==> src/rtl/ctp_pkg.sv <==
// shared constants, types and the column seek function of the transposition cipher
// no dependencies
package ctp_pkg;

  localparam int MSG_DEPTH   = 1024;
  localparam int ADDR_W      = $clog2(MSG_DEPTH);
  localparam int LEN_W       = ADDR_W + 1;
  localparam int KEY_MAX     = 9;
  localparam int COL_W       = 4;
  localparam int DIGIT_W     = 4;
  localparam int KEY_ORDER_W = KEY_MAX * DIGIT_W;
  localparam int CFG_DATA_W  = 64;
  localparam int CFG_ADDR_W  = 4;
  localparam int REG_SEL_BIT = 3;

  localparam logic OP_LOAD = 1'b0;
  localparam logic OP_PULL = 1'b1;

  localparam logic REG_KEY_LENGTH = 1'b0;
  localparam logic REG_KEY_ORDER  = 1'b1;

  localparam logic [COL_W-1:0]       KEY_LENGTH_RST = COL_W'(1);
  localparam logic [KEY_ORDER_W-1:0] KEY_ORDER_RST  = 36'h987654321;

  typedef struct packed {
    logic [COL_W-1:0]       cols;
    logic [KEY_ORDER_W-1:0] key_order;
  } key_cfg_t;

  typedef struct packed {
    logic             found;
    logic [COL_W-1:0] col;
    logic [LEN_W-1:0] pos;
  } seek_t;

  // first column from col on whose start lies inside the message
  function automatic seek_t col_seek(input logic [COL_W-1:0] col,
                                     input logic [COL_W-1:0] cols,
                                     input logic [KEY_ORDER_W-1:0] korder,
                                     input logic [LEN_W-1:0] len);
    seek_t r;
    logic [DIGIT_W-1:0] d;
    logic [LEN_W-1:0] start;
    r.found = 1'b0;
    r.col   = (col < cols) ? cols : col;
    r.pos   = '0;
    for (int c = KEY_MAX - 1; c >= 0; c--) begin
      d     = korder[c*DIGIT_W +: DIGIT_W];
      start = LEN_W'(d) - LEN_W'(1);
      if (COL_W'(c) >= col && COL_W'(c) < cols && d != '0 && start < len) begin
        r.found = 1'b1;
        r.col   = COL_W'(c);
        r.pos   = start;
      end
    end
    return r;
  endfunction

endpackage

==> src/rtl/ctp_cfg.sv <==
// configuration registers of the transposition cipher on an apb-style port
// depends on ctp_pkg
module ctp_cfg (
  input  logic                               clk,
  input  logic                               rst_n,
  input  logic                               cfg_psel,
  input  logic                               cfg_penable,
  input  logic                               cfg_pwrite,
  input  logic [ctp_pkg::CFG_ADDR_W-1:0]     cfg_paddr,
  input  logic [ctp_pkg::CFG_DATA_W-1:0]     cfg_pwdata,
  output logic [ctp_pkg::CFG_DATA_W-1:0]     cfg_prdata,
  output logic                               cfg_pready,
  output ctp_pkg::key_cfg_t                  key_cfg
);
  import ctp_pkg::*;

  logic [COL_W-1:0]       key_length_r;
  logic [KEY_ORDER_W-1:0] key_order_r;
  logic                   wr_en;
  logic                   reg_sel;

  assign cfg_pready = 1'b1;
  assign reg_sel    = cfg_paddr[REG_SEL_BIT];
  assign wr_en      = cfg_psel && cfg_penable && cfg_pwrite && cfg_pready;

  always_ff @(posedge clk) begin
    if (!rst_n) begin
      key_length_r <= KEY_LENGTH_RST;
      key_order_r  <= KEY_ORDER_RST;
    end else if (wr_en) begin
      case (reg_sel)
        REG_KEY_LENGTH: key_length_r <= cfg_pwdata[COL_W-1:0];
        REG_KEY_ORDER:  key_order_r  <= cfg_pwdata[KEY_ORDER_W-1:0];
        default: ;
      endcase
    end
  end

  always_comb begin
    case (reg_sel)
      REG_KEY_LENGTH: cfg_prdata = CFG_DATA_W'(key_length_r);
      REG_KEY_ORDER:  cfg_prdata = CFG_DATA_W'(key_order_r);
      default:        cfg_prdata = '0;
    endcase
  end

  // zero counts as one column, anything above the key size as the key size
  always_comb begin
    key_cfg.key_order = key_order_r;
    if (key_length_r == '0) begin
      key_cfg.cols = COL_W'(1);
    end else if (key_length_r > COL_W'(KEY_MAX)) begin
      key_cfg.cols = COL_W'(KEY_MAX);
    end else begin
      key_cfg.cols = key_length_r;
    end
  end

endmodule

==> config.mk <==
export PLATFORM = sky130hd
export DESIGN_NAME = ctp_cfg
export DESIGN_NICKNAME = d
export VERILOG_FILES = /design/src/rtl/ctp_pkg.sv /design/src/rtl/ctp_cfg.sv
export SDC_FILE = /design/constraint.sdc
export NUM_CORES = 1
export LEC_CHECK = 0
export BUFFER_PORTS_ARGS = -buffer_cell sky130_fd_sc_hd__buf_2
export CORE_MARGIN = 1.5
export CORE_UTILIZATION = 35
export CTS_CLUSTER_DIAMETER = 100
export DETAILED_ROUTE_END_ITERATION = 8
export MAX_ROUTING_LAYER = met4
export PLACE_DENSITY = 0.82
export SLEW_MARGIN = 10
export SYNTH_ARGS = -nofsm -noshare
export SYNTH_HDL_FRONTEND = slang
export SYNTH_SLANG_ARGS = --single-unit
==> constraint.sdc <==
create_clock -name clk -period 1.1 [get_ports clk]
set_input_delay 0.055 -clock clk [delete_from_list [all_inputs] [get_ports clk]]
set_output_delay 0.055 -clock clk [all_outputs]
set_load 0.01 [all_outputs]
* After elaboration in Yosys (flattened, before gate mapping) *
Cells that the tools add are included.

storage, ports and cells
  bits in registers = 40
  input port bits = 73
  output and inout bits = 105
  word-level logic and storage cells = 12

cells by class
  order comparisons = 1
  muxes and demuxes = 3
  bitwise logic cells = 1
  reduce and logical (&&, ||, !) cells = 5

operators with widths
  operator                                    number
  one-hot mux 64 bit (2 select lines)         1
  two-way mux 4 bit                           2
  > comparator 4 bit (second input constant)  1
  zero test 4 bit                             1
  AND reduction 2 bit                         2
  logical AND 1 bit                           2
  inverter 1 bit                              1

* Logic depth before layout (Yosys ltp) *
  word-level depth = 3
  depth in mapped cells = 4
  depth with buffers taken out = 2

* Worst setup path after synthesis *
OpenSTA, ideal clock, no wires.

  kind = flip-flop to output port
  start point = register key_length_r[1]
  end point = output port key_cfg[36] (netlist name)
  arrival = 0.921 ns
  data required time = 1.045 ns
  path slack = 0.124 ns
  stages on the path, launching flop included = 3
  buffers on the path = 0
  cell sequence = dfxtp_1 > o21ai_0 > or3b_2

RTL lines
  what                    RTL line       source
  start, declared         ctp_cfg.sv:17  logic [COL_W-1:0] key_length_r;
  start signal, assigned  ctp_cfg.sv:32  REG_KEY_LENGTH: key_length_r <= cfg_pwdata[COL_W-1:0];
  end, declared           ctp_cfg.sv:13  output ctp_pkg::key_cfg_t key_cfg

==> impl_metrics.py <==
metrics = {
    "layout": {
        "finalInstanceArea_sq_um": 3050,
        "final_cell_mix": "113 x buf_2, 45 x nand2_1, 40 x mux2i_1",
        "antenna_cells": 0,
        "final_util_pct": 50.6,
        "drive_above_1_share_pct": 38.9,
        "syn2layout_area_growth_pct": 36.7,
        "final_common_cell": "buf_2",
        "stdcell_count": 450,
        "fin_nets": 447,
        "fill_cells": 562,
    },
    "timing": {
        "fin_crit_sh_pct": 122,
        "fmax_mhz": 748,
        "rsz0062_at_grt": "true",
        "finalHoldViolCount": 0,
        "skew_ns": 0,
        "fin_ws_ns": -0.237,
        "setup_violations": 4,
        "fin_crit_ns": 1.34,
        "final_max_slew_viol_count": 0,
    },
    "worst_setup_path": {
        "cp-startpoint": "key_length_r[1]",
        "r2r-start": "key_length_r[3]",
        "r2r_end": "key_length_r[3]",
        "endpoint_kind": "primary output",
        "cp-endpoint": "key_cfg[36]",
        "required_ns": 1.04,
        "cp.arrival_ns": 1.28,
        "worst-path-max-fanout": 4,
        "start_kind": "flop",
        "ff2ff_path_depth": 4,
        "rrSetupSlack_ns": 0.28,
        "crit_type": "reg2out",
    },
    "outcome": {
        "status": "complete, but fails checks",
        "violations": "setup timing",
    },
    "yosys": {
        "synth_area_sq_um": 2230,
        "ys_seq_area_share_pct": 35.9,
        "ys_types": 16,
        "ys_ff_latch": 40,
        "yosys_warnings": 0,
        "synthAdderAreaFrac_pct": 0,
        "synth-xor-area-share_pct": 0,
        "synth_compound_area_share_pct": 0.225,
        "yosys-mux-area-fraction_pct": 20.0,
        "synth.avg_cell_area_sq_um": 9.02,
        "synth_cells": 247,
        "yosys.area_share.simple_pct": 27.6,
        "synth_top_family_by_area": "simple AND/OR/NAND/NOR gates",
    },
    "power": {
        "finalPower_mw": 3.00,
        "irDropWorstVdd_mv": 0.455,
        "power_density_nw_per_um2": 985,
        "p_leak_nw": 1.46,
    },
    "drt": {
        "vias": 1934,
        "wl_met1_mm": 2.19,
        "routedWlPerCell_microns": 11.7,
        "first_pass_iters": 6,
        "wl_mm": 5.27,
        "route.met2.wl_mm": 2.55,
        "top_layer": "met4",
        "wl_met3_microns": 463,
        "drtAntennaViolNets": 0,
        "vias_per_cell": 4.30,
        "drt_iter0_markers": 48,
        "drc": 0,
    },
    "global_route": {
        "grt_max_degree": 33,
        "antenna_found_initial": 0,
        "grt_pass1_wl_mm": 7.69,
        "track_usage_pct": 15.4,
        "first_global_vias": 1731,
        "overflow": 0,
    },
    "place": {
        "gp_congestion": 0.702,
        "dp.cells": 429,
        "portBuffers": 117,
        "hpwl_mm": 3.78,
        "placed_area_sq_um": 2770,
        "dpl_worst_slack_ns": -0.0353,
    },
    "cts": {
        "clk_pin_slew_ns": 0.07,
        "cts_buffer_depth": 2,
        "clk_latency_ns": 0.28,
        "clkSinkCount": 40,
        "root_buffer": "clkbuf_8",
        "tritoncts": "yes",
        "cts_htree_levels": 2,
        "cts-buffers-inserted": 5,
    },
    "min_path": {
        "hp-class": "in2reg",
    },
    "floorplanning": {
        "dieArea_sq_um": 6850,
        "die_y_microns": 82.8,
        "die_x_microns": 82.8,
        "pin_count": 178,
        "fp-row-count": 28,
        "core_sq_um": 6030,
        "start_util_pct": 37.0,
    },
    "flow_run": {
        "drv_cap": 0,
    },
}
worst min path at each step:
stage	from	end	slack (ns)	depth (start not counted)
floorplan	cfg_pwdata[10]	key_order_r[10]	0.20	2
global placement	cfg_pwdata[10]	key_order_r[10]	0.30	3
detailed placement	cfg_pwdata[10]	key_order_r[10]	0.31	3
CTS	cfg_pwdata[30]	key_order_r[30]	0.002	3
global route	cfg_pwdata[23]	key_order_r[23]	0.01	3
finish	cfg_pwdata[23]	key_order_r[23]	0.02	3
per-layer routing:
metal | vias to the layer above | GRT usage (%)
met5 | - | -
met4 | 0 | 4.83
met3 | 8 | 4.92
met2 | 101 | 27.2
met1 | 846 | 16.3
li1 | 979 | -
worst max-delay path: stages, from the launching register on:
cell	delay [ns]
dfxtp_2	0.34
o21ai_2	0.13
or3b_4	0.39
buf_6	0.13
per-stage QoR:
stage | hold WS (ns) | TNS (ns)
2_1_floorplan | 0.197 | 0
3_3_place_gp | 0.303 | -0.0112
3_5_place_dp | 0.310 | -0.0353
4_1_cts | 0.00232 | -0.445
5_1_grt | 0.0130 | -0.674
6_report | 0.0160 | -0.451
state kept, by name, indices dropped and copies added, names as in the netlist:
register / cells
key_length_r: 4
key_order_r: 36
report_power, final:
group	switching (mW)	internal, mW
logic	0.258	0.248
clock network	0.484	0.512
registers	0.0235	1.48
cell usage after synthesis:
cell | n | area share (%)
clkbuf_1 | 7 | 1.2
and4_4 | 1 | 0.51
o21ai_0 | 1 | 0.22
buf_12 | 4 | 3.6
conb_1 | 2 | 0.34
nand2_1 | 45 | 7.6
buf_4 | 29 | 9.8
or3b_2 | 1 | 0.39
nor3_1 | 1 | 0.22
mux2i_1 | 40 | 18
buf_2 | 6 | 1.3
nand4b_2 | 1 | 0.67
dfxtp_1 | 40 | 36
and2_1 | 32 | 9.0
mux2_2 | 4 | 2.0
nor2b_1 | 33 | 9.3
final cells by class:
type | instances | area, sq um | share of cell area, %
clock buffers | 8 | 90.1 | 2.96
multi-input cells | 188 | 1190 | 39.1
flip-flops and latches | 40 | 810 | 26.6
repair buffers | 139 | 861 | 28.3
well taps | 75 | 93.8 | 3.08
cells by family after synthesis:
kind of cell / Yosys count
buffers and inverters: 46
flip-flops: 40
AND/OR/NAND/NOR: 114
other: 2
multiplexers: 44
AO/OA/AOI/OAI: 1
what timing repair did:
action / 4_1_cts / 5_1_grt
setup buffers: 1 / 1
setup endpoints to repair: 5 / 7
hold buffers: 11 / 0
resized for setup: 9 / 7
cloned: 0 / 0
endpoints found under the hold margin: 11 / 0
pin swaps: 1 / 1
No activity file was read; power rests on OpenSTA's default activity.
